## src/design/ctok_pkg.sv

```systemverilog
// ----------------------------------------------------------------------------
// ctok_pkg
// Shared types, token kinds and the scanner transition function of the lexer.
// ----------------------------------------------------------------------------
package ctok_pkg;

  localparam int unsigned LEN_BITS_DEF  = 16;
  localparam int unsigned LINE_BITS_DEF = 20;
  localparam int unsigned MAX_RES       = 3;

  typedef enum logic [4:0] {
    Q_IDLE, Q_IDENT, Q_NUM, Q_DOT, Q_EXP, Q_DOTDOT, Q_WIDE, Q_STR, Q_STRESC,
    Q_CHR, Q_CHRESC, Q_SPACE, Q_PLUS, Q_MINUS, Q_SLASH, Q_BLOCK, Q_BLOCKSTAR,
    Q_LINECMT, Q_STAR, Q_PCT, Q_GT, Q_GTGT, Q_LT, Q_LTLT, Q_BAR, Q_AMP,
    Q_BANG, Q_EQ, Q_CARET, Q_HASH
  } scan_state_e;

  typedef enum logic [3:0] {
    OP_GO, OP_TAKE, OP_STOP, OP_NL, OP_CMTNL, OP_CMTEND, OP_LITNL, OP_DOTS,
    OP_LINEEND
  } scan_op_e;

  typedef logic [5:0] kind_t;
  typedef logic [1:0] err_t;

  localparam kind_t K_NAME     = 6'd0;
  localparam kind_t K_NUMBER   = 6'd1;
  localparam kind_t K_ELLIPSIS = 6'd2;
  localparam kind_t K_STRING   = 6'd3;
  localparam kind_t K_CHAR     = 6'd4;
  localparam kind_t K_NL       = 6'd5;
  localparam kind_t K_WS       = 6'd6;
  localparam kind_t K_DOT      = 6'd7;
  localparam kind_t K_PLUS     = 6'd8;
  localparam kind_t K_INC      = 6'd9;
  localparam kind_t K_PLUS_EQ  = 6'd10;
  localparam kind_t K_MINUS    = 6'd11;
  localparam kind_t K_DEC      = 6'd12;
  localparam kind_t K_MINUS_EQ = 6'd13;
  localparam kind_t K_ARROW    = 6'd14;
  localparam kind_t K_STAR     = 6'd15;
  localparam kind_t K_STAR_EQ  = 6'd16;
  localparam kind_t K_SLASH    = 6'd17;
  localparam kind_t K_SLASH_EQ = 6'd18;
  localparam kind_t K_PCT      = 6'd19;
  localparam kind_t K_PCT_EQ   = 6'd20;
  localparam kind_t K_GT       = 6'd21;
  localparam kind_t K_GE       = 6'd22;
  localparam kind_t K_LT       = 6'd23;
  localparam kind_t K_LE       = 6'd24;
  localparam kind_t K_SHR      = 6'd25;
  localparam kind_t K_SHR_EQ   = 6'd26;
  localparam kind_t K_SHL      = 6'd27;
  localparam kind_t K_SHL_EQ   = 6'd28;
  localparam kind_t K_BAR      = 6'd29;
  localparam kind_t K_BAR_EQ   = 6'd30;
  localparam kind_t K_OROR     = 6'd31;
  localparam kind_t K_AMP      = 6'd32;
  localparam kind_t K_AMP_EQ   = 6'd33;
  localparam kind_t K_ANDAND   = 6'd34;
  localparam kind_t K_BANG     = 6'd35;
  localparam kind_t K_NE       = 6'd36;
  localparam kind_t K_TILDE    = 6'd37;
  localparam kind_t K_ASSIGN   = 6'd38;
  localparam kind_t K_EQEQ     = 6'd39;
  localparam kind_t K_CARET    = 6'd40;
  localparam kind_t K_CARET_EQ = 6'd41;
  localparam kind_t K_HASH     = 6'd42;
  localparam kind_t K_HASHHASH = 6'd43;
  localparam kind_t K_LBRACK   = 6'd44;
  localparam kind_t K_RBRACK   = 6'd45;
  localparam kind_t K_LPAREN   = 6'd46;
  localparam kind_t K_RPAREN   = 6'd47;
  localparam kind_t K_LBRACE   = 6'd48;
  localparam kind_t K_RBRACE   = 6'd49;
  localparam kind_t K_COMMA    = 6'd50;
  localparam kind_t K_COLON    = 6'd51;
  localparam kind_t K_SEMI     = 6'd52;
  localparam kind_t K_QUEST    = 6'd53;
  localparam kind_t K_OTHER    = 6'd54;
  localparam kind_t K_EOI      = 6'd55;

  localparam err_t ERR_NONE    = 2'd0;
  localparam err_t ERR_LIT_NL  = 2'd1;
  localparam err_t ERR_LIT_EOI = 2'd2;
  localparam err_t ERR_CMT_EOI = 2'd3;

  localparam logic [7:0] CH_NUL = 8'h00;
  localparam logic [7:0] CH_TAB = 8'h09;
  localparam logic [7:0] CH_NL  = 8'h0a;
  localparam logic [7:0] CH_VT  = 8'h0b;

  typedef struct packed {
    scan_op_e    op;
    scan_state_e nx;
    kind_t       kd;
  } dec_t;

  // results produced by one transaction, slot 0 first
  typedef struct packed {
    logic [1:0]            n;
    kind_t [MAX_RES-1:0]   kind;
    err_t  [MAX_RES-1:0]   err;
  } scan_res_t;

  function automatic logic is_alpha(logic [7:0] c);
    return (c >= "a" && c <= "z") || (c >= "A" && c <= "Z");
  endfunction

  function automatic logic is_digit(logic [7:0] c);
    return c >= "0" && c <= "9";
  endfunction

  function automatic logic is_word(logic [7:0] c);
    return is_alpha(c) || is_digit(c) || c == "_";
  endfunction

  // operator that may take one more byte
  function automatic dec_t pair_op(dec_t d, logic hit, kind_t k_hit, kind_t k_miss);
    dec_t r;
    r = d;
    if (hit) begin
      r.op = OP_TAKE;
      r.kd = k_hit;
    end else begin
      r.op = OP_STOP;
      r.kd = k_miss;
    end
    return r;
  endfunction

  function automatic dec_t scan_decide(scan_state_e st, logic [7:0] c);
    dec_t d;
    logic eq;
    d.op = OP_GO;
    d.nx = st;
    d.kd = K_OTHER;
    eq   = (c == "=");
    unique case (st)
      Q_IDENT: begin
        if (!is_word(c)) begin
          d.op = OP_STOP;
          d.kd = K_NAME;
        end
      end
      Q_NUM: begin
        if (c == "e" || c == "E") d.nx = Q_EXP;
        else if (!(is_alpha(c) || is_digit(c) || c == ".")) begin
          d.op = OP_STOP;
          d.kd = K_NUMBER;
        end
      end
      Q_EXP: begin
        if (c == "+" || c == "-" || is_alpha(c) || is_digit(c)) d.nx = Q_NUM;
        else begin
          d.op = OP_STOP;
          d.kd = K_NUMBER;
        end
      end
      Q_DOT: begin
        if (is_digit(c)) d.nx = Q_NUM;
        else if (c == ".") d.nx = Q_DOTDOT;
        else begin
          d.op = OP_STOP;
          d.kd = K_DOT;
        end
      end
      Q_DOTDOT: begin
        if (c == ".") begin
          d.op = OP_TAKE;
          d.kd = K_ELLIPSIS;
        end else begin
          d.op = OP_DOTS;
        end
      end
      Q_WIDE: begin
        if (c == "\"") d.nx = Q_STR;
        else if (c == "'") d.nx = Q_CHR;
        else if (is_word(c)) d.nx = Q_IDENT;
        else begin
          d.op = OP_STOP;
          d.kd = K_NAME;
        end
      end
      Q_STR, Q_STRESC: begin
        if (c == CH_NL) begin
          d.op = OP_LITNL;
          d.kd = K_STRING;
        end else if (st == Q_STR && c == "\"") begin
          d.op = OP_TAKE;
          d.kd = K_STRING;
        end else if (st == Q_STR && c == "\\") begin
          d.nx = Q_STRESC;
        end else begin
          d.nx = Q_STR;
        end
      end
      Q_CHR, Q_CHRESC: begin
        if (c == CH_NL) begin
          d.op = OP_LITNL;
          d.kd = K_CHAR;
        end else if (st == Q_CHR && c == "'") begin
          d.op = OP_TAKE;
          d.kd = K_CHAR;
        end else if (st == Q_CHR && c == "\\") begin
          d.nx = Q_CHRESC;
        end else begin
          d.nx = Q_CHR;
        end
      end
      Q_SPACE: begin
        if (!(c == " " || c == CH_TAB || c == CH_VT)) begin
          d.op = OP_STOP;
          d.kd = K_WS;
        end
      end
      Q_PLUS: begin
        if (c == "+") begin
          d.op = OP_TAKE;
          d.kd = K_INC;
        end else d = pair_op(d, eq, K_PLUS_EQ, K_PLUS);
      end
      Q_MINUS: begin
        if (c == "-") begin
          d.op = OP_TAKE;
          d.kd = K_DEC;
        end else if (c == ">") begin
          d.op = OP_TAKE;
          d.kd = K_ARROW;
        end else d = pair_op(d, eq, K_MINUS_EQ, K_MINUS);
      end
      Q_SLASH: begin
        if (c == "*") d.nx = Q_BLOCK;
        else if (c == "/") d.nx = Q_LINECMT;
        else d = pair_op(d, eq, K_SLASH_EQ, K_SLASH);
      end
      Q_BLOCK, Q_BLOCKSTAR: begin
        if (c == CH_NL) begin
          d.op = OP_CMTNL;
          d.nx = Q_BLOCK;
        end else if (st == Q_BLOCKSTAR && c == "/") begin
          d.op = OP_CMTEND;
        end else begin
          d.nx = (c == "*") ? Q_BLOCKSTAR : Q_BLOCK;
        end
      end
      Q_LINECMT: begin
        if (c == CH_NL) d.op = OP_LINEEND;
      end
      Q_STAR:  d = pair_op(d, eq, K_STAR_EQ, K_STAR);
      Q_PCT:   d = pair_op(d, eq, K_PCT_EQ, K_PCT);
      Q_GT: begin
        if (c == ">") d.nx = Q_GTGT;
        else d = pair_op(d, eq, K_GE, K_GT);
      end
      Q_GTGT:  d = pair_op(d, eq, K_SHR_EQ, K_SHR);
      Q_LT: begin
        if (c == "<") d.nx = Q_LTLT;
        else d = pair_op(d, eq, K_LE, K_LT);
      end
      Q_LTLT:  d = pair_op(d, eq, K_SHL_EQ, K_SHL);
      Q_BAR: begin
        if (c == "|") begin
          d.op = OP_TAKE;
          d.kd = K_OROR;
        end else d = pair_op(d, eq, K_BAR_EQ, K_BAR);
      end
      Q_AMP: begin
        if (c == "&") begin
          d.op = OP_TAKE;
          d.kd = K_ANDAND;
        end else d = pair_op(d, eq, K_AMP_EQ, K_AMP);
      end
      Q_BANG:  d = pair_op(d, eq, K_NE, K_BANG);
      Q_EQ:    d = pair_op(d, eq, K_EQEQ, K_ASSIGN);
      Q_CARET: d = pair_op(d, eq, K_CARET_EQ, K_CARET);
      Q_HASH:  d = pair_op(d, c == "#", K_HASHHASH, K_HASH);
      default: begin
        // start state
        if (c == "L") d.nx = Q_WIDE;
        else if (is_alpha(c) || c == "_") d.nx = Q_IDENT;
        else if (is_digit(c)) d.nx = Q_NUM;
        else begin
          d.op = OP_TAKE;
          unique case (c) inside
            ".":                d.op = OP_GO;
            "\"":               d.op = OP_GO;
            "'":                d.op = OP_GO;
            " ", CH_TAB, CH_VT: d.op = OP_GO;
            "+", "-", "/", "*", "%", ">", "<", "|", "&", "!", "=", "^", "#":
                                d.op = OP_GO;
            CH_NL:              d.op = OP_NL;
            "~":                d.kd = K_TILDE;
            "[":                d.kd = K_LBRACK;
            "]":                d.kd = K_RBRACK;
            "(":                d.kd = K_LPAREN;
            ")":                d.kd = K_RPAREN;
            "{":                d.kd = K_LBRACE;
            "}":                d.kd = K_RBRACE;
            ",":                d.kd = K_COMMA;
            ":":                d.kd = K_COLON;
            ";":                d.kd = K_SEMI;
            "?":                d.kd = K_QUEST;
            default:            d.kd = K_OTHER;
          endcase
          case (c)
            ".":     d.nx = Q_DOT;
            "\"":    d.nx = Q_STR;
            "'":     d.nx = Q_CHR;
            " ":     d.nx = Q_SPACE;
            CH_TAB:  d.nx = Q_SPACE;
            CH_VT:   d.nx = Q_SPACE;
            "+":     d.nx = Q_PLUS;
            "-":     d.nx = Q_MINUS;
            "/":     d.nx = Q_SLASH;
            "*":     d.nx = Q_STAR;
            "%":     d.nx = Q_PCT;
            ">":     d.nx = Q_GT;
            "<":     d.nx = Q_LT;
            "|":     d.nx = Q_BAR;
            "&":     d.nx = Q_AMP;
            "!":     d.nx = Q_BANG;
            "=":     d.nx = Q_EQ;
            "^":     d.nx = Q_CARET;
            "#":     d.nx = Q_HASH;
            default: d.nx = Q_IDLE;
          endcase
        end
      end
    endcase
    return d;
  endfunction

endpackage

```

## src/design/ctok_scan.sv

```systemverilog
// ----------------------------------------------------------------------------
// ctok_scan
// Scanner state, token length and line count; works out the results of one
// source byte, including the replay of a byte that ends a token.
// ----------------------------------------------------------------------------
module ctok_scan #(
  parameter int unsigned LEN_BITS  = ctok_pkg::LEN_BITS_DEF,
  parameter int unsigned LINE_BITS = ctok_pkg::LINE_BITS_DEF
) (
  input  logic                                   clk_i,
  input  logic                                   rst_ni,
  input  logic                                   take_i,
  input  logic [7:0]                             src_byte_i,
  input  logic                                   end_of_input_i,
  output ctok_pkg::scan_res_t                    res_o,
  output logic [ctok_pkg::MAX_RES-1:0][LEN_BITS-1:0] len_o,
  output logic [LINE_BITS-1:0]                   line_o
);
  import ctok_pkg::*;

  scan_state_e          state_q, state_d;
  logic [LEN_BITS-1:0]  len_q, len_d, len_inc;
  logic [LINE_BITS-1:0] line_q, line_d;
  dec_t                 dec_cur, dec_idle, dec_end;
  logic                 again;
  logic [1:0]           n;

  assign dec_cur  = scan_decide(state_q, src_byte_i);
  assign dec_idle = scan_decide(Q_IDLE, src_byte_i);
  // kind of an unfinished token cut off by end of input
  assign dec_end  = scan_decide(state_q, CH_NUL);
  assign len_inc  = (len_q == {LEN_BITS{1'b1}}) ? len_q : len_q + LEN_BITS'(1);

  always_comb begin
    n           = 2'd0;
    res_o.kind  = '0;
    res_o.err   = '0;
    len_o       = '0;
    state_d     = state_q;
    len_d       = len_q;
    line_d      = line_q;
    again       = 1'b0;
    if (end_of_input_i) begin
      if (state_q == Q_STR || state_q == Q_STRESC || state_q == Q_CHR ||
          state_q == Q_CHRESC) begin
        res_o.kind[n] = K_EOI;
        res_o.err[n]  = ERR_LIT_EOI;
        n = n + 2'd1;
      end else if (state_q == Q_BLOCK || state_q == Q_BLOCKSTAR ||
                   state_q == Q_LINECMT) begin
        res_o.kind[n] = K_EOI;
        res_o.err[n]  = ERR_CMT_EOI;
        n = n + 2'd1;
      end else begin
        if (state_q == Q_DOTDOT) begin
          res_o.kind[n] = K_DOT;
          len_o[n]      = LEN_BITS'(1);
          n = n + 2'd1;
          res_o.kind[n] = K_DOT;
          len_o[n]      = LEN_BITS'(1);
          n = n + 2'd1;
        end else if (state_q != Q_IDLE) begin
          res_o.kind[n] = dec_end.kd;
          len_o[n]      = len_q;
          n = n + 2'd1;
        end
        res_o.kind[n] = K_EOI;
        n = n + 2'd1;
      end
      state_d = Q_IDLE;
      len_d   = '0;
    end else begin
      case (dec_cur.op)
        OP_GO: begin
          state_d = dec_cur.nx;
          len_d   = len_inc;
        end
        OP_TAKE: begin
          res_o.kind[n] = dec_cur.kd;
          len_o[n]      = len_inc;
          n = n + 2'd1;
          state_d = Q_IDLE;
          len_d   = '0;
        end
        OP_STOP: begin
          res_o.kind[n] = dec_cur.kd;
          len_o[n]      = len_q;
          n = n + 2'd1;
          again = 1'b1;
        end
        OP_NL: begin
          res_o.kind[n] = K_NL;
          len_o[n]      = LEN_BITS'(1);
          n = n + 2'd1;
          line_d  = line_q + LINE_BITS'(1);
          state_d = Q_IDLE;
          len_d   = '0;
        end
        OP_CMTNL: begin
          line_d  = line_q + LINE_BITS'(1);
          state_d = Q_BLOCK;
        end
        OP_CMTEND: begin
          state_d = Q_IDLE;
          len_d   = '0;
        end
        OP_LITNL: begin
          res_o.kind[n] = dec_cur.kd;
          res_o.err[n]  = ERR_LIT_NL;
          len_o[n]      = len_q;
          n = n + 2'd1;
          again = 1'b1;
        end
        OP_DOTS: begin
          res_o.kind[n] = K_DOT;
          len_o[n]      = LEN_BITS'(1);
          n = n + 2'd1;
          res_o.kind[n] = K_DOT;
          len_o[n]      = LEN_BITS'(1);
          n = n + 2'd1;
          again = 1'b1;
        end
        default: again = 1'b1;
      endcase
      // the byte that ended a token is scanned again from the start state
      if (again) begin
        state_d = Q_IDLE;
        len_d   = '0;
        case (dec_idle.op)
          OP_GO: begin
            state_d = dec_idle.nx;
            len_d   = LEN_BITS'(1);
          end
          OP_TAKE: begin
            res_o.kind[n] = dec_idle.kd;
            len_o[n]      = LEN_BITS'(1);
            n = n + 2'd1;
          end
          OP_NL: begin
            res_o.kind[n] = K_NL;
            len_o[n]      = LEN_BITS'(1);
            n = n + 2'd1;
            line_d = line_q + LINE_BITS'(1);
          end
          default: state_d = Q_IDLE;
        endcase
      end
    end
    res_o.n = n;
  end

  assign line_o = line_q;

  always_ff @(posedge clk_i or negedge rst_ni) begin
    if (!rst_ni) begin
      state_q <= Q_IDLE;
      len_q   <= '0;
      line_q  <= '0;
    end else if (take_i) begin
      state_q <= state_d;
      len_q   <= len_d;
      line_q  <= line_d;
    end
  end

  a_idle_after_end: assert property (@(posedge clk_i) disable iff (!rst_ni)
    take_i && end_of_input_i |=> state_q == Q_IDLE && len_q == '0)
    else $error("scanner not idle after end of input");

  a_end_keeps_line: assert property (@(posedge clk_i) disable iff (!rst_ni)
    take_i && end_of_input_i |=> line_q == $past(line_q))
    else $error("line count moved on end of input");

  a_end_has_result: assert property (@(posedge clk_i) disable iff (!rst_ni)
    end_of_input_i |-> res_o.n != 2'd0 && res_o.kind[res_o.n - 2'd1] == K_EOI)
    else $error("end of input without closing result");

endmodule

```

## src/design/c_token_lexer_top.sv

```systemverilog
// ----------------------------------------------------------------------------
// c_token_lexer_top
// C preprocessor tokenizer taking one source byte per transaction. Each byte
// is decoded in the cycle it is accepted: the scanner state, token length and
// line count update at once and the zero to three results it causes are
// loaded into a three-slot result register, drained one per cycle while the
// receiver is ready. A new byte is accepted whenever the result register is
// empty or its last result leaves in the same cycle, so bytes that cause at
// most one result stream at one per cycle; larger runs stall the next byte.
// Results carry the kind, byte length (saturating), line number before the
// token end, an error code and a flag on the last result of each byte.
// ----------------------------------------------------------------------------
module c_token_lexer_top #(
  parameter int unsigned LEN_BITS  = ctok_pkg::LEN_BITS_DEF,
  parameter int unsigned LINE_BITS = ctok_pkg::LINE_BITS_DEF
) (
  input  logic                 clk_i,
  input  logic                 rst_ni,
  input  logic                 in_valid_i,
  output logic                 in_ready_o,
  input  logic [7:0]           src_byte_i,
  input  logic                 end_of_input_i,
  output logic                 out_valid_o,
  input  logic                 out_ready_i,
  output logic [5:0]           token_kind_o,
  output logic [LEN_BITS-1:0]  token_len_o,
  output logic [LINE_BITS-1:0] line_number_o,
  output logic [1:0]           error_code_o,
  output logic                 last_of_run_o
);
  import ctok_pkg::*;

  scan_res_t                          scan_res;
  logic [MAX_RES-1:0][LEN_BITS-1:0]   scan_len;
  logic [LINE_BITS-1:0]               scan_line;
  logic                               take, fire;

  // result slots, slot 0 is on the output
  logic [1:0]                         cnt_q;
  kind_t [MAX_RES-1:0]                kind_q;
  err_t  [MAX_RES-1:0]                err_q;
  logic [MAX_RES-1:0][LEN_BITS-1:0]   len_q;
  logic [LINE_BITS-1:0]               line_q;

  assign fire       = out_valid_o && out_ready_i;
  assign in_ready_o = (cnt_q == 2'd0) || (cnt_q == 2'd1 && out_ready_i);
  assign take       = in_valid_i && in_ready_o;

  ctok_scan #(
    .LEN_BITS  (LEN_BITS),
    .LINE_BITS (LINE_BITS)
  ) u_scan (
    .clk_i          (clk_i),
    .rst_ni         (rst_ni),
    .take_i         (take),
    .src_byte_i     (src_byte_i),
    .end_of_input_i (end_of_input_i),
    .res_o          (scan_res),
    .len_o          (scan_len),
    .line_o         (scan_line)
  );

  always_ff @(posedge clk_i or negedge rst_ni) begin
    if (!rst_ni) begin
      cnt_q <= 2'd0;
    end else if (take) begin
      cnt_q <= scan_res.n;
    end else if (fire) begin
      cnt_q <= cnt_q - 2'd1;
    end
  end

  always_ff @(posedge clk_i) begin
    if (take) begin
      kind_q <= scan_res.kind;
      err_q  <= scan_res.err;
      len_q  <= scan_len;
      line_q <= scan_line;
    end else if (fire) begin
      for (int i = 0; i < MAX_RES - 1; i++) begin
        kind_q[i] <= kind_q[i+1];
        err_q[i]  <= err_q[i+1];
        len_q[i]  <= len_q[i+1];
      end
    end
  end

  assign out_valid_o   = cnt_q != 2'd0;
  assign token_kind_o  = kind_q[0];
  assign token_len_o   = len_q[0];
  assign line_number_o = line_q;
  assign error_code_o  = err_q[0];
  assign last_of_run_o = cnt_q == 2'd1;

  a_load_count: assert property (@(posedge clk_i) disable iff (!rst_ni)
    take |=> cnt_q == $past(scan_res.n))
    else $error("result count not loaded from scanner");

  a_drain_continues: assert property (@(posedge clk_i) disable iff (!rst_ni)
    fire && !last_of_run_o |=> out_valid_o && !$past(take))
    else $error("results dropped before the last of a run");

  a_end_closes_run: assert property (@(posedge clk_i) disable iff (!rst_ni)
    take && end_of_input_i |=> out_valid_o)
    else $error("end of input gave no result");

endmodule

```

## config.mk

```make
export PLATFORM = sky130hd
export DESIGN_NAME = c_token_lexer_top
export DESIGN_NICKNAME = d
export VERILOG_FILES = /design/src/design/ctok_pkg.sv /design/src/design/ctok_scan.sv /design/src/design/c_token_lexer_top.sv
export SDC_FILE = /design/constraint.sdc
export NUM_CORES = 1
export LEC_CHECK = 0
export ABC_AREA = 1
export BUFFER_PORTS_ARGS = -buffer_cell sky130_fd_sc_hd__buf_2
export CORE_AREA = 3 3 126 128
export DETAILED_ROUTE_END_ITERATION = 8
export DIE_AREA = 0 0 129 131
export PLACE_DENSITY = 0.67
export SLEW_MARGIN = 20
export SYNTH_ARGS = -nofsm -noshare
export SYNTH_HDL_FRONTEND = slang
export SYNTH_SLANG_ARGS = --single-unit
```

## constraint.sdc

```tcl
create_clock -name clk_i -period 3.3 [get_ports clk_i]
set_clock_uncertainty 0.05 [all_clocks]
set_input_delay 0 -clock clk_i [delete_from_list [all_inputs] [get_ports clk_i]]
set_output_delay 0 -clock clk_i [all_outputs]
set_load 0.02 [all_outputs]
```

# Word level (Yosys, flattened, before mapping)
# Index checks and enable logic that the tools add are counted.
# op_classes
add_sub_neg	5
order_cmp	10
eq_ne	89
muxes	178
n_bitwise	12
reduce_logical	60
# ops
operator	n
two-way mux 6 bit	38
two-way mux 32 bit	7
equality test 8 x 6 -> 1 bit (second input constant)	21
one-hot mux 6 bit (25 select lines)	1
two-way mux 5 bit	26
two-way mux 16 bit	8
one-hot mux 6 bit (19 select lines)	1
one-hot mux 5 bit (11 select lines)	2
equality test 8 x 7 -> 1 bit (second input constant)	12
one-hot mux 5 bit (17 select lines)	1
two-way mux 4 bit	20
one-hot mux 4 bit (20 select lines)	1
equality test 5 bit (second input constant)	14
two-way mux 2 bit	30
two-way mux 20 bit	3
two-way mux 12 bit	4
one-hot mux 16 bit (3 select lines)	1
AND 30 x 45 -> 45 bit	1
inverter 45 bit	1
equality test 5 x 4 -> 1 bit (second input constant)	8
two-way mux 18 bit	2
one-hot mux 18 bit (2 select lines)	1
demux 16 bit (select 2 bit)	1
one-hot mux 16 bit (2 select lines)	1
57 further kinds	149
# word_totals
reg_bits	131
in_bits	13
output_inout_bits	47
word_cells	366

# Longest topological paths before layout
# Gate-level depths: netlist of run 1.
# logic_depth
depth_word	23
depth_mapped	22
depth_no_buf	21

# Hierarchy
# From an unflattened synthesis of run 1, not the netlist that was laid out.
# unflattened
cells_unflattened	1308
hier_area_um2	9814.4
# modules_own_cells
module	instances	cells_per_inst	area_per_inst_um2	seq_area_each_um2
ctok_scan	1	1011	6092.1	1026.0
c_token_lexer_top	1	297	3722.3	2812.7

# Least setup slack after synthesis of run 1
# OpenSTA, ideal clock, no wires.
# synth_path
path_kind	flip-flop to flip-flop
from	register cnt_q[1]
to	register len_q[16] (netlist name), data pin
setup_time_ps	305
arrival_ps	2635
required_ps	2945
path_slack_ps	310
stages_incl_launch_ff	10
n_path_buf	2
period_less_slack_ps	2990
cell_sequence	dfrtp_1 -> inv_1 -> ha_1 -> nand2_1 -> nand2_1 -> nand2_1 -> inv_1 -> clkbuf_1 -> clkbuf_1 -> a31oi_1
# synth_between
elab_chain_len	5
elab_cells_between_ends	6
classes_between	1 x eq/ne; 1 x mux; 4 x reduce/logical
# synth_rtl
element	line_no	source
from (decl)	c_token_lexer_top.sv:39	logic [1:0] cnt_q;
from (signal assigned)	c_token_lexer_top.sv:67	cnt_q <= scan_res.n;
from (signal assigned)	c_token_lexer_top.sv:69	cnt_q <= cnt_q - 2'd1;
equality test 2 x 1 -> 1 bit	--	
via last_of_run_o	c_token_lexer_top.sv:29	output logic last_of_run_o
logical AND 1 bit	c_token_lexer_top.sv:46	assign in_ready_o = (cnt_q == 2'd0) || (cnt_q == 2'd1 && out_ready_i);
logical OR 1 bit	c_token_lexer_top.sv:46	
via in_ready_o	c_token_lexer_top.sv:20	output logic in_ready_o,
logical AND 1 bit	c_token_lexer_top.sv:47	assign take = in_valid_i && in_ready_o;
via take	c_token_lexer_top.sv:36	logic take, fire;
two-way mux 32 bit	c_token_lexer_top.sv:74	if (take) begin
to (signal assigned)	c_token_lexer_top.sv:77	len_q <= scan_len;
to (signal, indexed assignment)	c_token_lexer_top.sv:83	len_q[i] <= len_q[i+1];
to (decl)	c_token_lexer_top.sv:42	logic [MAX_RES-1:0][LEN_BITS-1:0] len_q;
# The timed path passes the listed nets, and every way through them passes these cells.
# A chain may end at the register's enable or synchronous reset.

==> results of run 1 <==
report_power, final:
| part | internal (W) | leakage [nW] | switching [W] |
|---|---|---|---|
| combinational | 0.00121 | 2.79 | 0.00262 |
| sequential | 0.00166 | 1.12 | 0.000129 |
| clock | 0.000546 | 0.152 | 0.000537 |
| total | 0.00341 | 4.06 | 0.00328 |
what timing repair did:
item / 4_1_cts / 5_1_grt
endpoints found under the hold margin: 23 / 0
pin swaps: 1 / 2
endpoints found under the setup margin: 3 / 48
hold buffers: 2 / 0
gates resized for setup: 0 / 33
buffers inserted: 1 / 3
layer usage:
layer	vias to the layer above	track usage	part of all wire
li1	3608	-	-
met3	43	0.0463	0.076
met2	313	0.422	0.44
met5	-	0	0
met4	0	0.0902	0.024
met1	3458	0.411	0.46
final timing paths:
check,start,to,slack (ns),cells after the start
setup reg to reg,u_scan.state_q[3]$_DFFE_PN0P_,kind_q[14]$_DFFE_PP_,0.20,21
hold / removal,rst_ni,u_scan.line_o[13]$_DFFE_PN0P_,0.1,2
hold reg to reg,u_scan.line_o[19]$_DFFE_PN0P_,u_scan.line_o[19]$_DFFE_PN0P_,0.42,1
setup / recovery,u_scan.state_q[3]$_DFFE_PN0P_,kind_q[14]$_DFFE_PP_,0.20,21
min in group clk_i,end_of_input_i,token_kind_o[5]$_DFFE_PP_,0.15,3
max in group asynchronous,rst_ni,u_scan.state_q[1]$_DFFE_PN0P_,2.33,3
layout make-up:
type                            instances  area (um2)  share of cell area
Timing Repair Buffer                  106         687              0.0814
Clock inverter                          7        91.3              0.0108
Clock buffer                            9         225              0.0267
Multi-Input combinational cell        772        3860               0.457
Sequential cell                       101        2820               0.335
Inverter                              136         518              0.0614
Tap cell                              188         235              0.0279
critical path, delay by kind of cell (launching register included):
family | cells | cell delay [ns]
AOI/OAI and AO/OA | 2 | 0.24
adders and majority gates | 1 | 0.23
buffers and inverters | 5 | 0.57
DFF | 1 | 0.47
and+or+nand+nor | 13 | 1.27
stage by stage:
step                cell area (um2)  hold slack, ns  total power, W  setup TNS (ns)  cells
finish                         8440          0.0964         0.00670               0   1319
CTS                            8290           0.100         0.00651               0   1316
detailed placement             7950         -0.0413         0.00537               0   1297
floorplan                      7390          -0.346         0.00430               0   1054
global route                   8440           0.124         0.00715         -0.0170   1319
global placement               7950         -0.0418         0.00536               0   1297
registers in the layout, indices dropped and copies added (netlist names):
| name | cells |
|---|---|
| kind_q | 12 |
| token_kind_o | 6 |
| error_code_o | 2 |
| u_scan.len_q | 16 |
| token_len_o | 16 |
| line_number_o | 20 |
| len_q | 2 |
| cnt_q | 2 |
| u_scan.state_q | 5 |
| u_scan.line_o | 20 |
cells in the final DEF, fill, tap and decap left out, types with 3 or more instances in the layout:
cell and instances:
inv_1 124, nor2_1 131, a21oi_1 27, o21ai_1 23
nand4_1 23, dfrtp_1 38, nor3_1 29, buf_2 59
nor4_1 5, o22ai_1 11, o21ai_0 58, nand2_2 15
nor2_2 14, edfxtp_1 58, xnor2_1 4, dfrtp_2 5
a31oi_1 3, nand3_2 6, clkbuf_16 9, nand3_1 89
o211ai_1 12, a22oi_1 4, nor2_4 9, ha_1 7
clkinv_8 3, xor2_1 27, inv_2 9, buf_4 41
nand2_1 253
cell families (layout without fill, tap and decap cells):
family	count (synthesis)	in the layout	share of synthesized area
flip-flops	101	101	0.381
XOR/XNOR	31	31	0.0368
AND/OR/NAND/NOR	584	584	0.347
buffers and inverters	181	258	0.108
adder cells (fa/ha/maj)	7	7	0.0119
AO/OA/AOI/OAI	150	150	0.115
==> summary.txt, run 1 <==
Routing
  – Drt pass-1 iters: 5
  – Total number of vias: about 7400
  – DRC viols: 0
  – Final ANT Viol Nets: 0
  – First-iteration detailed-routing DRC count: 857
  – Total Wirelength: about 23000 um
  – Routed wire length per instance: 17.6 um
  – Vias/cell: 5.63

CTS
  – CTS tree: yes
  – H-tree lvl count: 3
  – Clock Sinks: about 100
  – Root Buffer: clkbuf_16
  – Cts bufs inserted: 9
  – Clock transition at the registers of the reported paths: 0.08 ns
  – Clk Latency, worst-skew pair: 0.36 ns
  – CTS Buffer Depth: 2

Yosys
  – Ys Warns: 0
  – Count leader, synth: nand2_1
  – Seq cells post-synth: 101
  – Synth top area cells: edfxtp_1, dfrtp_1, nand2_1
  – Post-synth top cells: nand2_1, nor2_1, inv_1
  – Top cell type's share of synthesized area: 0.236
  – Synthesized area: between 7000 and 8000 um2
  – FFs w/ async S/R, synth: 0.426
  – Area leader, netlist: edfxtp_1
  – Sequential area share after synthesis: 0.381
  – Cells after synthesis: 1054
  – Synth cell types: 47
  – Net Count, Synth: 1074
  – Commonest register cell after synthesis: edfxtp_1
  – Post-synth EDFFs: 58
  – Avg Inst Size Synth: 7.01 um2

Status
  – Outcome: finished, final reports clean

Critical path
  – Startpoint types: flip-flop
  – Crit Path Max Fanout: 8
  – CP required: 3.35 ns
  – Largest stage delay on the critical path: 0.47 ns
  – Critical path type: flip-flop to flip-flop
  – CP Capture Type: flip-flop
  – Slowest CP cell: dfrtp_2
  – CP cell instances: inv_2 -> nor2_4 -> buf_12 -> nand3_1 -> nand2_1 -> nor2_4 -> nand2_1 -> nor2_2 -> nand2_4 -> buf_4 -> nand3_1 -> nor2_1 -> nand2_1 -> nand3_2 -> nand2_2 -> inv_1 -> ha_1 -> inv_1 -> nor2_1 -> a22oi_1 -> o21ai_0
  – Crit path top cell by count: nand2_1
  – Crit path arrival time: about 3.2 ns

Place
  – DP HPWL: roughly 18000 um
  – GP Congestion: 1.11
  – Buffers added on ports: 59
  – Pre-CTS setup slack: 0.0102 ns

Power
  – Power Density: 794 nW/um2
  – Worst IR Drop VDD: 0.000560 V
  – LEAKAGE: 4.06 nW

Final layout
  – Nets: 1146
  – Fillers: 1502
  – Number of diodes: 0
  – Share of cells above drive strength 1: 0.164
  – Synthesis-to-finish area growth: 14.2%
  – Post-layout util: 0.563

Global route
  – Number of global-route vias before repair: 6896
  – Pin count of the biggest net entering global routing: 33
  – All-layer global routing usage: 0.280
  – Initial antenna violation count: 0
  – Global-route wire length before repair: 36700 um
  – Total congestion overflow: 0

STA
  – Endpoints failing hold: 0
  – Final worst-path cycle share: 0.940
  – Slew HR: 0.426
  – Final setup vio count: 0
  – Final setup margin: 0.198 ns
  – Period minus WS final: slightly above 3 ns
  – Worst Tran Pin Value: around 0.84 ns
  – Final Max Slew Viols: 0
  – Fmax: 0.322 GHz

Die
  – Starting Density: 0.493
  – Placeable core region: between 10000 and 15000 um2
  – Die height: 131 um
  – Die area: about 17000 um2
  – Cell Rows: 45
  – Die Width: between 100 and 150 um
  – IO Pins: 60

Worst hold path
  – Worst hold path class: input pin to async pin

Run
  – Max-cap viol count: 0
Power figures use the tool's default switching activity.
==> run 2: changes to the inputs <==
Settings changed: PLACE_DENSITY 0.67 to 0.68.
==> summary.txt, run 2 (same netlist as run 1, synthesis figures left out) <==
CTS
  – H-tree lvl count: 3 (unchanged)
  – Cts bufs inserted: 9 (unchanged)
  – Root Buffer: clkbuf_16
  – Clk Latency, worst-skew pair: 0.36 ns (about the same)
  – CTS tree: yes
  – Clock transition at the registers of the reported paths: 0.08 ns (about the same)
  – CTS Buffer Depth: 2 (unchanged)
  – Clock Sinks: 101 (unchanged)

Power
  – Clock share of power: 0.164 (+0.002)
  – Logic pwr share: 0.563 (-0.008)
  – Power Density: 784 nW/um2 (-1.2%)
  – Net switching power: 0.00322 W (-1.9%)
  – Total chip power: 0.00650 W (-3.0%)
  – Flop pwr share: 0.273 (+0.006)
  – Sw Share: 0.496 (+0.00560)
  – Worst IR Drop VDD: 0.000518 V (-7.5%)
  – Cell Int Power: 0.00328 W (-4.1%)
  – LEAKAGE: 3.99 nW (-1.8%)

Place
  – DP HPWL: 18200 um (+0.43%)
  – Pre-CTS setup slack: 0.0477 ns (+0.0375 ns)
  – Buffers added on ports: 59 (unchanged)
  – GP Congestion: 1.03 (-7.6%)

STA
  – Final setup margin: 0.242 ns (+0.0444 ns)
  – Slew HR: 0.502 (+0.0764)
  – Final worst-path cycle share: 0.927 (-0.0135)
  – Fmax: 0.327 GHz (+1.5%)
  – Period minus WS final: 3.06 ns (-0.0444 ns)
  – Worst Tran Pin Value: 0.728 ns (-0.112 ns)
  – Final setup vio count: 0 (unchanged)
  – Final Max Slew Viols: 0 (unchanged)
  – Endpoints failing hold: 0 (unchanged)

Critical path
  – CP Capture Type: flip-flop
  – Slowest CP cell: dfrtp_2
  – Critical path type: flip-flop to flip-flop
  – CP cell instances: nand2_1 -> inv_2 -> nand3_1 -> nor2_1 -> nor2_1 -> nand2_1 -> nor2_1 -> nand3_1 -> nor2_2 -> nor2_4 -> inv_1 -> nand2_1 -> ha_1 -> inv_1 -> nor2_1 -> o211ai_1 -> nand3_1
  – Crit path arrival time: 3.08 ns (-0.07 ns)
  – Largest stage delay on the critical path: 0.48 ns (about the same)
  – Crit Path Max Fanout: 7 (-1)
  – CP required: 3.32 ns (-0.03 ns)
  – Startpoint types: flip-flop
  – Crit path top cell by count: nor2_1

Global route
  – Total congestion overflow: 0 (unchanged)
  – Global route hottest layer: met2
  – Number of global-route vias before repair: 6912 (+0.23%)
  – Global-route wire length before repair: 37200 um (+1.4%)
  – Met2 GRT Util: 0.433 (+0.0110)
  – Pin count of the biggest net entering global routing: 32 (-3.0%)
  – Initial antenna violation count: 0 (unchanged)
  – Met3 global-route usage: 0.0541 (+0.00772)
  – All-layer global routing usage: 0.283 (+0.00288)
  – Met1 Use GR: 0.412 (+0.000844)

Routing
  – Total number of vias: 7411 (-0.15%)
  – Drt pass-1 iters: 6 (+1)
  – First-iteration detailed-routing DRC count: 980 (+14%)
  – Total Wirelength: 23600 um (+2.0%)
  – DRC viols: 0 (unchanged)
  – Final ANT Viol Nets: 0 (unchanged)
  – Vias/cell: 5.65 (+0.46%)
  – Routed wire length per instance: 18.0 um (+2.6%)

Die
  – Cell Rows: 45 (unchanged)
  – Die height: 131 um (unchanged)
  – Die area: 16900 um2 (unchanged)
  – IO Pins: 60 (unchanged)
  – Starting Density: 0.493 (unchanged)
  – Placeable core region: 15000 um2 (unchanged)
  – Die Width: 129 um (unchanged)

Worst hold path
  – Worst hold path class: input pin to async pin

Final layout
  – Fillers: 1470 (-2.1%)
  – Share of cells above drive strength 1: 0.153 (-0.0113)
  – Synthesis-to-finish area growth: 12.2%
  – Reg area: 2820 um2 (about the same)
  – Most frequent cells in the layout: nand2_1, nor2_1, inv_1
  – Multi-input gate area: 3820 um2 (-1.0%)
  – Nets: 1138 (-0.70%)
  – Number of diodes: 0 (unchanged)
  – Most common cell after layout, fill and taps aside: nand2_1

Status
  – Outcome: finished, final reports clean

Run
  – Max-cap viol count: 0 (unchanged)
run 2: changes by cell type in the layout (fill, tap and decap cells not counted), moves of 3 or more:
cell	before	now
buf_4	41	35
inv_8	0	3
nand2_1	253	257
nand2_2	15	12
nand3_1	89	93
run 2: layer usage:
layer | wire length [um] | vias to the layer above
li1 | - | 3595
met5 | 0 | -
met2 | 10400 | 332
met1 | 10900 | 3449
met4 | 463 | 0
met3 | 1900 | 35
run 2: per-stage QoR:
step                      cell area (um2)  setup TNS (ns)  utilization  hold WS [ns]  instances
final                                8290               0        0.553        0.0159       1311
after global routing                 8290         -0.0746        0.553        0.0583       1311
after CTS                            8210               0        0.548        0.0283       1308
after detailed placement             7890               0        0.526        -0.119       1290
after global placement               7890               0        0.526        -0.117       1290
after floorplan                      7390               0            -        -0.346       1054
run 2: critical path, delay by kind of cell, from the launching register on:
family                     cells  cell delay [ns]
and+or+nand+nor               12             1.58
AOI/OAI and AO/OA              1             0.18
adders and majority gates      1             0.23
buffers and inverters          3             0.25
DFF                            1             0.48
run 2: area by class of cell:
class,instances,area share
multi-input cells,772,0.461
well taps,188,0.0284
clock inverters,7,0.00921
inverters,136,0.0619
flip-flops and latches,101,0.341
clock buffers,9,0.0272
repair buffers,98,0.0717
run 2: what timing repair did:
item | CTS | global route
setup endpoints to repair | 0 | 35
gates resized for setup | 0 | 21
hold buffers | 2 | 0
buffers inserted | 0 | 3
hold endpoints to repair | 45 | 0
run 2: power by group through the flow:
stage | clock network, W | logic (W) | registers (W)
finish | 0.00107 | 0.00365 | 0.00177
global route | 0.00112 | 0.00400 | 0.00180
CTS | 0.00109 | 0.00352 | 0.00177
detailed placement | 0 | 0.00351 | 0.00179
global placement | 0 | 0.00351 | 0.00178
floorplan | 0 | 0.00247 | 0.00183
run 2: path summary, 6_finish.rpt:
check	from	endpoint	slack (ns)	cells after the start
min in group clk_i	end_of_input_i	token_kind_o[5]$_DFFE_PP_	0.14	3
setup / recovery	u_scan.state_q[2]$_DFFE_PN0P_	kind_q[7]$_DFFE_PP_	0.24	17
hold / removal	rst_ni	u_scan.line_o[14]$_DFFE_PN0P_	0.02	2
setup reg to reg	u_scan.state_q[2]$_DFFE_PN0P_	kind_q[7]$_DFFE_PP_	0.24	17
hold reg to reg	u_scan.line_o[19]$_DFFE_PN0P_	u_scan.line_o[19]$_DFFE_PN0P_	0.42	1
max in group asynchronous	rst_ni	u_scan.state_q[0]$_DFFE_PN0P_	2.39	3
